===== config.mk =====
export PLATFORM = sky130hd
export DESIGN_NAME = escape_sequence_codec_unit_flat
export DESIGN_NICKNAME = d
export VERILOG_FILES = /design/src/hw/rtl/esc_codec_pkg.sv /design/src/hw/rtl/esc_byte_if.sv /design/src/hw/rtl/esc_result_if.sv /design/src/hw/rtl/esc_codec_xlate.sv /design/src/hw/rtl/esc_codec_outbuf.sv /design/src/hw/rtl/escape_sequence_codec_unit.sv /design/src/flat_wrapper.sv
export SDC_FILE = /design/constraint.sdc
export NUM_CORES = 1
export LEC_CHECK = 0
export BUFFER_PORTS_ARGS = -buffer_cell sky130_fd_sc_hd__buf_2
export CAP_MARGIN = 10
export CORE_MARGIN = 3
export CORE_UTILIZATION = 50
export DETAILED_ROUTE_END_ITERATION = 8
export GPL_TIMING_DRIVEN = 0
export PLACE_DENSITY = 0.8
export REMOVE_ABC_BUFFERS = 1
export SYNTH_ARGS = -nofsm -noshare
export SYNTH_HDL_FRONTEND = slang
export SYNTH_HIERARCHICAL = 1
export SYNTH_SLANG_ARGS = --single-unit

===== constraint.sdc =====
create_clock -name clk -period 5.32 [get_ports clk]
set_clock_uncertainty 0.2 [all_clocks]
set_input_delay 0.798 -clock clk [delete_from_list [all_inputs] [get_ports clk]]
set_output_delay 0.798 -clock clk [all_outputs]
set_load 0.03 [all_outputs]

===== src/hw/rtl/esc_codec_pkg.sv =====
package esc_codec_pkg;

	localparam logic [7:0] CH_NUL = 8'h00;
	localparam logic [7:0] CH_NL  = 8'h0A;
	localparam logic [7:0] CH_TAB = 8'h09;
	localparam logic [7:0] CH_CR  = 8'h0D;
	localparam logic [7:0] CH_BSL = 8'h5C;
	localparam logic [7:0] CH_N   = 8'h6E;
	localparam logic [7:0] CH_T   = 8'h74;
	localparam logic [7:0] CH_R   = 8'h72;
	localparam logic [7:0] CH_PRINT_LO = 8'h20;
	localparam logic [7:0] CH_PRINT_HI = 8'h7E;

	typedef enum logic {
		MODE_ENCODE = 1'b0,
		MODE_DECODE = 1'b1
	} codec_mode_t;

	typedef logic [1:0] beat_cnt_t;

	typedef struct packed {
		beat_cnt_t  cnt;
		logic [7:0] b0;
		logic [7:0] b1;
	} xlate_t;

endpackage


===== src/hw/rtl/esc_byte_if.sv =====
interface esc_byte_if;
	logic       valid;
	logic       ready;
	logic [7:0] in_byte;

	modport source (output valid, output in_byte, input ready);
	modport sink (input valid, input in_byte, output ready);
endinterface


===== src/hw/rtl/esc_result_if.sv =====
interface esc_result_if;
	logic       valid;
	logic       ready;
	logic [7:0] out_byte;
	logic       last_of_run;

	modport source (output valid, output out_byte, output last_of_run, input ready);
	modport sink (input valid, input out_byte, input last_of_run, output ready);
endinterface


===== src/hw/rtl/esc_codec_xlate.sv =====
module esc_codec_xlate
	import esc_codec_pkg::*;
(
	input  logic        clk,
	input  logic        arst_n,
	input  codec_mode_t mode,
	input  logic [7:0]  in_byte,
	input  logic        fire,
	output xlate_t      xl
);

	logic pending_q;
	logic pending_d;
	logic [7:0] esc;
	logic       esc_hit;

	always_comb begin
		xl        = '{cnt: 2'd0, b0: in_byte, b1: in_byte};
		pending_d = pending_q;
		esc       = CH_NUL;
		esc_hit   = 1'b0;
		if (in_byte == CH_NUL) begin
			xl.cnt    = 2'd1;
			xl.b0     = CH_NUL;
			pending_d = 1'b0;
		end else if (mode == MODE_ENCODE) begin
			unique case (in_byte)
				CH_NL:   begin esc = CH_N;   esc_hit = 1'b1; end
				CH_TAB:  begin esc = CH_T;   esc_hit = 1'b1; end
				CH_CR:   begin esc = CH_R;   esc_hit = 1'b1; end
				CH_BSL:  begin esc = CH_BSL; esc_hit = 1'b1; end
				default: begin esc = CH_NUL; esc_hit = 1'b0; end
			endcase
			if (esc_hit) begin
				xl.cnt = 2'd2;
				xl.b0  = CH_BSL;
				xl.b1  = esc;
			end else if (in_byte >= CH_PRINT_LO && in_byte <= CH_PRINT_HI) begin
				xl.cnt = 2'd1;
			end
		end else if (pending_q) begin
			pending_d = 1'b0;
			unique case (in_byte)
				CH_N:    begin esc = CH_NL;  esc_hit = 1'b1; end
				CH_T:    begin esc = CH_TAB; esc_hit = 1'b1; end
				CH_R:    begin esc = CH_CR;  esc_hit = 1'b1; end
				CH_BSL:  begin esc = CH_BSL; esc_hit = 1'b1; end
				default: begin esc = CH_NUL; esc_hit = 1'b0; end
			endcase
			if (esc_hit) begin
				xl.cnt = 2'd1;
				xl.b0  = esc;
			end
		end else if (in_byte == CH_BSL) begin
			pending_d = 1'b1;
		end else begin
			xl.cnt = 2'd1;
		end
	end

	always_ff @(posedge clk or negedge arst_n) begin
		if (!arst_n) begin
			pending_q <= 1'b0;
		end else if (fire) begin
			pending_q <= pending_d;
		end
	end

endmodule


===== src/hw/rtl/esc_codec_outbuf.sv =====
module esc_codec_outbuf
	import esc_codec_pkg::*;
(
	input  logic   clk,
	input  logic   arst_n,
	input  xlate_t xl,
	input  logic   load,
	output logic   can_load,
	esc_result_if.source result
);

	beat_cnt_t  cnt_q;
	logic [7:0] b0_q;
	logic [7:0] b1_q;
	logic       pop;

	assign pop                = result.valid && result.ready;
	assign can_load           = (cnt_q == 2'd0) || (cnt_q == 2'd1 && pop);
	assign result.valid       = cnt_q != 2'd0;
	assign result.out_byte    = b0_q;
	assign result.last_of_run = cnt_q == 2'd1;

	always_ff @(posedge clk or negedge arst_n) begin
		if (!arst_n) begin
			cnt_q <= 2'd0;
		end else if (load) begin
			cnt_q <= xl.cnt;
		end else if (pop) begin
			cnt_q <= cnt_q - 2'd1;
		end
	end

	always_ff @(posedge clk) begin
		if (load) begin
			b0_q <= xl.b0;
			b1_q <= xl.b1;
		end else if (pop) begin
			b0_q <= b1_q;
		end
	end

endmodule


===== src/hw/rtl/escape_sequence_codec_unit.sv =====
// Backslash escape codec. An accepted byte is registered, translated combinationally
// and loaded into a two-byte result buffer that drains one beat per cycle while the
// receiver is ready. A byte that yields at most one result (pass-through, drop,
// decode, terminator) lets the next byte load as its beat, if any, drains; an
// encoded newline, tab, carriage return or backslash yields two beats and holds the
// next byte until both drain. A byte of 0 always yields a 0 terminator beat and
// clears any pending escape. Write cfg_wdata (0 encode, 1 decode) only while idle.
module escape_sequence_codec_unit
	import esc_codec_pkg::*;
(
	input  logic clk,
	input  logic arst_n,
	input  logic cfg_we,
	input  logic cfg_wdata,
	esc_byte_if.sink     feed,
	esc_result_if.source result
);

	codec_mode_t codec_mode_q;
	logic        valid_s1;
	logic [7:0]  byte_s1;
	logic        can_load;
	logic        fire;
	xlate_t      xl;

	assign fire       = valid_s1 && can_load;
	assign feed.ready = !valid_s1 || can_load;

	always_ff @(posedge clk or negedge arst_n) begin
		if (!arst_n) begin
			codec_mode_q <= MODE_ENCODE;
			valid_s1     <= 1'b0;
		end else begin
			if (cfg_we) begin
				codec_mode_q <= codec_mode_t'(cfg_wdata);
			end
			if (feed.ready) begin
				valid_s1 <= feed.valid;
			end
		end
	end

	always_ff @(posedge clk) begin
		if (feed.ready && feed.valid) begin
			byte_s1 <= feed.in_byte;
		end
	end

	esc_codec_xlate u_xlate (
		.clk     (clk),
		.arst_n  (arst_n),
		.mode    (codec_mode_q),
		.in_byte (byte_s1),
		.fire    (fire),
		.xl      (xl)
	);

	esc_codec_outbuf u_outbuf (
		.clk      (clk),
		.arst_n   (arst_n),
		.xl       (xl),
		.load     (fire),
		.can_load (can_load),
		.result   (result)
	);

endmodule


===== src/flat_wrapper.sv =====
// flat-port wrapper written by rule: the top's interface ports become plain ports
module escape_sequence_codec_unit_flat import esc_codec_pkg::*;
  (clk, arst_n, cfg_we, cfg_wdata, feed_valid, feed_in_byte, feed_ready, result_valid, result_out_byte, result_last_of_run, result_ready);
  esc_byte_if feed_i ();
  esc_result_if result_i ();
  input  logic clk;
  input  logic arst_n;
  input  logic cfg_we;
  input  logic cfg_wdata;
  input wire logic [$bits(feed_i.valid)-1:0] feed_valid;
  input wire logic [$bits(feed_i.in_byte)-1:0] feed_in_byte;
  output wire logic [$bits(feed_i.ready)-1:0] feed_ready;
  output wire logic [$bits(result_i.valid)-1:0] result_valid;
  output wire logic [$bits(result_i.out_byte)-1:0] result_out_byte;
  output wire logic [$bits(result_i.last_of_run)-1:0] result_last_of_run;
  input wire logic [$bits(result_i.ready)-1:0] result_ready;
  assign feed_i.valid = feed_valid;
  assign feed_i.in_byte = feed_in_byte;
  assign feed_ready = feed_i.ready;
  assign result_valid = result_i.valid;
  assign result_out_byte = result_i.out_byte;
  assign result_last_of_run = result_i.last_of_run;
  assign result_i.ready = result_ready;
  escape_sequence_codec_unit u_core (.clk(clk), .arst_n(arst_n), .cfg_we(cfg_we), .cfg_wdata(cfg_wdata), .feed(feed_i), .result(result_i));
endmodule

==> flow_metrics.env, run 1 <==
export IMPL_wl_per_cell_um=14.80
export IMPL_placedCellCount=202
export IMPL_hold_class="input port to asynchronous set/reset pin"
export IMPL_worst_slew_pin_slew_ns=0.9333
export IMPL_io_buffer_count=24
export IMPL_finalNetCount=181
export IMPL_worstSkewPairLatency_ns=0.32
export IMPL_grt_start_max_net_pins=25
export IMPL_cts_inserted_buffers=5
export IMPL_fin_setup_tns_ns=0
export IMPL_die_area_sq_um=3973
export IMPL_netlist_area_leader_share=0.4431
export IMPL_clkTransAtPathRegs_ns=0.08
export IMPL_dp_worst_setup_slack_ns=2.657
export IMPL_worstPathMaxFanout=10
export IMPL_synth_area_leaders="edfxtp_1 (44%), dfrtp_1 (7.7%), mux2_2 (5.5%)"
export IMPL_drcViolationCount=0
export IMPL_design_area_sq_um=1808
export IMPL_p_sw_uw=345.7
export IMPL_p_per_area_nw_per_um2=492.9
export IMPL_placed_area_sq_um=1759
export IMPL_fin_crit_sh=0.4963
export IMPL_hold_violations=0
export IMPL_netlist_area_sq_um=1627
export IMPL_finalCriticalPeriod_ns=2.640
export IMPL_die_w_um=63.04
export IMPL_synth_top_area_cell="edfxtp_1"
export IMPL_cts_resized=0
export IMPL_fin_cells=210
export IMPL_path_cells="or4_4 > or4_1 > o2111ai_2 > o2111ai_1 > mux2_2"
export IMPL_post_cts_setup_buffers=0
export IMPL_p_leak_nw=0.6841
export IMPL_io_pins=25
export IMPL_avgSynthCellArea_sq_um=11.37
export IMPL_dp_hpwl_um=2198
export IMPL_crit_required_ns=5.20
export IMPL_netSwitchingFraction=0.3879
export IMPL_crit_arrival_ns=2.52
export IMPL_ir_drop_uv=375.6
export IMPL_cts_tree="yes"
export IMPL_area_delta_synth_final_pct=11.15
export IMPL_antennaDiodeCount=0
export IMPL_timing_hold_ws_ns=0.07090
export IMPL_nFillCells=277
export IMPL_via_per_inst=5.829
export IMPL_combPwrFrac=0.410
export IMPL_worstSetupPathType="register to register"
export IMPL_htree_levels=2
export IMPL_hold_buffers=0
export IMPL_clockBufferDepth=2
export IMPL_slowest_delay_ns=0.60
export IMPL_firstDrtPassIters=4
export IMPL_setup_viol=0
export IMPL_row_count=20
export IMPL_syn_inst=143
export IMPL_final_max_slew_viol_count=0
export IMPL_power_frac_seq=0.452
export IMPL_fmax_mhz=378.8
export IMPL_worstSetupEndpointType="register"
export IMPL_gp_congestion=0.8327
export IMPL_p_clk_frac=0.138
export IMPL_die_h_um=63.04
export IMPL_status="finished clean"
export IMPL_setup_slack_ns=2.680
export IMPL_cts_sinks=29
export IMPL_antenna_found_initial=0
export IMPL_drv_cap=0
export IMPL_coreArea_sq_um=3078
export IMPL_routed_wl_um=3109
export IMPL_yosys_warnings=6
export IMPL_intPower_uw=545.5
export IMPL_grt_pass1_vias=1208
export IMPL_vias=1224
export IMPL_ys_flop_type="edfxtp_1"
export IMPL_synth_seq_area_share=0.5200
export IMPL_cp_start_kind="register"
export IMPL_cts_root_buf="clkbuf_4"
export IMPL_synth_edff_count=24
export IMPL_crit_slowest_cell="or4_4"
export IMPL_grt_setup_unrepaired="false"
export IMPL_grt_pass1_wl_um=5499
export IMPL_synthArstFlopShare=0.1724
export IMPL_maxSlewHeadroom=0.3778
export IMPL_initial_utilization=0.5285
export IMPL_synth_seq_cells=29
export IMPL_synth_cell_types=49
export IMPL_grtUsageTotal=0.1784
export IMPL_drive_gt1_frac=0.3193
export IMPL_drtAntennaViolNets=0
export IMPL_drtIter0Drc=48
export IMPL_gr_total_overflow=0
[sequential cells by signal, indices dropped and copies added, names as in the netlist]
name                             cells
u_core/byte_s1                       8
u_core/u_outbuf/b1_q                 8
u_core/u_outbuf/result.out_byte      8
u_core/u_outbuf/cnt_q                2
u_core/codec_mode_q                  1
u_core/u_xlate/pending_q             1
u_core/valid_s1                      1
[cell type report]
| class | instances | area (sq um) | share of cell area |
|---|---|---|---|
| clock buffer | 8 | 48.80 | 0.02699 |
| inverter | 9 | 33.78 | 0.01869 |
| multi-input combinational | 96 | 704.4 | 0.3896 |
| sequential | 29 | 845.8 | 0.4678 |
| tap | 44 | 55.05 | 0.03045 |
| timing repair buffer | 24 | 120.1 | 0.06644 |
[worst paths after layout]
check | from | to | slack [ns] | cells past startpoint
hold reg to reg | u_core/valid_s1 | u_core/valid_s1 | 0.34 | 2
hold / removal | arst_n | u_core/u_outbuf/cnt_q[0] | 0.07 | 1
max in group asynchronous | arst_n | u_core/u_xlate/pending_q | 4.72 | 1
setup reg to reg | u_core/byte_s1[5] | u_core/u_outbuf/result.out_byte[2] | 2.68 | 5
setup / recovery | u_core/byte_s1[5] | u_core/u_outbuf/result.out_byte[2] | 2.68 | 5
min in group clk | u_core/valid_s1 | u_core/valid_s1 | 0.34 | 2
[critical path, delay by kind of cell (launching register included)]
family           cells  cell delay, ns
AND/OR/NAND/NOR      2            1.04
flip-flops           1            0.53
AO/OA/AOI/OAI        2            0.35
multiplexers         1            0.29
[through the flow]
stage                     power, mW    util
after floorplan              0.6781       -
after global placement       0.7591  0.5715
after detailed placement     0.7730  0.5715
after CTS                    0.8993  0.5874
after global routing         0.9557  0.5874
final                        0.8911  0.5874
[cell usage in the layout, fill, tap and decap left out, drive strengths merged, types with 3 or more instances in the layout]
master	netlist	final
nand2b	7	7
or2	3	3
nand2	12	12
mux2	9	9
o211ai	3	3
nor2	4	4
nor3	5	5
inv	9	9
a21oi	5	5
or4	4	4
clkbuf	7	8
o21ai	4	4
buf	2	24
nand3	4	4
and2	3	3
dfrtp	5	5
edfxtp	24	24
[layer usage]
layer  track usage  vias to the layer above  routed length, um
met3       0.03957                       10                223
met5             0                        -                  0
met4        0.1102                        0                 85
met1        0.2275                      577               1297
li1              -                      581                  -
met2        0.2740                       56               1502
[power by group through the flow]
| stage | logic [mW] | clock network [mW] | registers (mW) |
|---|---|---|---|
| 2_1_floorplan | 0.213 | 0 | 0.465 |
| 6_report | 0.365 | 0.123 | 0.403 |
| 4_1_cts | 0.367 | 0.129 | 0.403 |
| 3_5_place_dp | 0.365 | 0 | 0.408 |
| 3_3_place_gp | 0.355 | 0 | 0.404 |
| 5_1_grt | 0.399 | 0.144 | 0.413 |
[cell usage after synthesis (2+ instances only)]
library cell  count
nand2_1          12
clkbuf_1          7
or2_2             3
or4b_1            2
nor4_1            2
and2_1            2
dfrtp_1           5
ha_1              2
o211ai_1          3
inv_1             9
a21oi_1           5
nand2b_1          6
nand3_1           4
o31ai_1           2
o21ai_0           4
nand3b_1          2
mux2_2            8
or4_4             2
or4_1             2
o311ai_0          2
edfxtp_1         24
nor2_1            4
nor3_1            5
[logic make-up (layout without fill, tap and decap cells)]
group | Yosys count | in the layout | synth area share
simple gates | 56 | 56 | 0.2146
flops | 29 | 29 | 0.5200
buf+inv | 18 | 41 | 0.04692
fa+ha+maj | 2 | 2 | 0.01538
mux | 10 | 10 | 0.07077
compound gates | 27 | 27 | 0.1269
xor+xnor | 1 | 1 | 0.005386
(Power assumes the default switching activity.)
==> run 2: changes to the inputs <==
--- a/config.mk
+++ b/config.mk
@@ -11,7 +11,7 @@
 export CORE_UTILIZATION = 50
 export DETAILED_ROUTE_END_ITERATION = 8
 export GPL_TIMING_DRIVEN = 0
-export PLACE_DENSITY = 0.8
+export PLACE_DENSITY = 0.82
 export REMOVE_ABC_BUFFERS = 1
 export SYNTH_ARGS = -nofsm -noshare
 export SYNTH_HDL_FRONTEND = slang
==> constraint.sdc (replaced) <==
create_clock -name clk -period 2.3 [get_ports clk]
set_clock_uncertainty 0.2 [all_clocks]
set_input_delay 0.345 -clock clk [delete_from_list [all_inputs] [get_ports clk]]
set_output_delay 0.345 -clock clk [all_outputs]
set_load 0.03 [all_outputs]
==> flow_metrics.env, run 2 (synthesis results as in run 1) <==
export IMPL_antennaDiodeCount=0
export IMPL_coreArea_sq_um=3078
export IMPL_drtAntennaViolNets=0
export IMPL_finalNetCount=213
export IMPL_min_path_cells=2
export IMPL_area_delta_synth_final_pct=34.92
export IMPL_via_per_inst=5.806
export IMPL_ff2ff_path_depth=5
export IMPL_timing_hold_ws_ns=0.01549
export IMPL_crit_required_ns=2.18
export IMPL_cts_sinks=29
export IMPL_cts_tree="yes"
export IMPL_clockBufferDepth=2
export IMPL_drive_gt1_frac=0.4444
export IMPL_drcViolationCount=0
export IMPL_dp_worst_setup_slack_ns=-0.3432
export IMPL_htree_levels=2
export IMPL_cts_inserted_buffers=5
export IMPL_wl_per_cell_um=17.53
export IMPL_fin_crit_sh=1.077
export IMPL_gr_total_overflow=0
export IMPL_finalCriticalPeriod_ns=2.476
export IMPL_setup_viol=9
export IMPL_io_buffer_count=24
export IMPL_fin_setup_tns_ns=-0.9131
export IMPL_grtUsageTotal=0.2011
export IMPL_p_per_area_nw_per_um2=1041
export IMPL_setup_slack_ns=-0.1762
export IMPL_cts_root_buf="clkbuf_4"
export IMPL_antenna_found_initial=0
export IMPL_crit_arrival_ns=2.36
export IMPL_ir_drop_uv=738.5
export IMPL_maxSlewHeadroom=0.6446
export IMPL_worstPathMaxFanout=6
export IMPL_die_area_sq_um=3973
export IMPL_routed_wl_um=4242
export IMPL_grt_start_max_net_pins=25
export IMPL_most_common_layout_cells="buf_2 (24), edfxtp_1 (24), buf_4 (22)"
export IMPL_drtIter0Drc=102
export IMPL_p_leak_nw=0.8640
export IMPL_violations="setup timing"
export IMPL_row_count=20
export IMPL_grt_pass1_vias=1318
export IMPL_fmax_mhz=403.8
export IMPL_nFillCells=205
export IMPL_grt_pass1_wl_um=6134
export IMPL_die_h_um=63.04
export IMPL_post_route_util=0.7130
export IMPL_die_w_um=63.04
export IMPL_worstSetupEndpointType="register"
export IMPL_clkTransAtPathRegs_ns=0.08
export IMPL_initial_utilization=0.5285
export IMPL_worst_slew_pin_slew_ns=0.5331
export IMPL_power_mw=2.285
export IMPL_io_pins=25
export IMPL_firstDrtPassIters=4
export IMPL_gp_congestion=0.8658
export IMPL_worstSetupPathType="register to register"
export IMPL_hold_violations=0
export IMPL_hold_class="input port to register"
export IMPL_status="complete, but fails checks"
export IMPL_final_max_slew_viol_count=0
export IMPL_worstSkewPairLatency_ns=0.33
export IMPL_cp_start_kind="register"
export IMPL_drv_cap=0
export IMPL_vias=1405
export IMPL_grt_setup_unrepaired="true"
export IMPL_dp_hpwl_um=2084
run 2: critical path, stage by stage (launching register included):
cell	delay, ns
edfxtp_1	0.48
or4_4	0.54
or4_4	0.45
o2111ai_4	0.13
o2111ai_1	0.15
mux2_2	0.27
run 2: cell type report:
type | count | area, sq um | area share
clock buffer | 8 | 58.81 | 0.02680
timing repair buffer | 56 | 386.6 | 0.1762
multi-input combinational | 96 | 814.5 | 0.3712
inverter | 9 | 33.78 | 0.01539
tap | 44 | 55.05 | 0.02509
sequential | 29 | 845.8 | 0.3854
run 2: per-stage QoR:
stage / cell area [sq um] / std cells
after global placement: 1759 / 202
final: 2195 / 242
after global routing: 2195 / 242
after CTS: 2081 / 236
after detailed placement: 1759 / 202
after floorplan: 1584 / 134
run 2: where the power goes:
group,total (mW),switching [mW],internal (mW)
combinational,1.05,0.628,0.421
clock,0.317,0.167,0.151
sequential,0.919,0.0938,0.825
total,2.29,0.888,1.40
run 2: layer usage:
layer,routed length [um],GRT usage
met1,1560,0.2311
met2,2136,0.3320
met3,369,0.06835
met4,175,0.09917
met5,0,0
run 2: final timing paths:
check                                  start                                 end  slack [ns]
max                        u_core/byte_s1[7]  u_core/u_outbuf/result.out_byte[2]       -0.18
min                               feed_valid                     u_core/valid_s1        0.02
max reg2reg                u_core/byte_s1[7]  u_core/u_outbuf/result.out_byte[2]       -0.18
min reg2reg                  u_core/valid_s1                     u_core/valid_s1        0.34
max in group asynchronous             arst_n            u_core/u_outbuf/cnt_q[0]        1.61
min in group asynchronous             arst_n            u_core/u_outbuf/cnt_q[1]        0.16
run 2: what timing repair did:
item | in CTS | in global routing
setup buffers | 17 | 6
setup endpoints to repair | 20 | 10
gates resized for setup | 10 | 12
pin swaps | 8 | 5
hold buffers | 9 | 0
hold endpoints to repair | 13 | 0
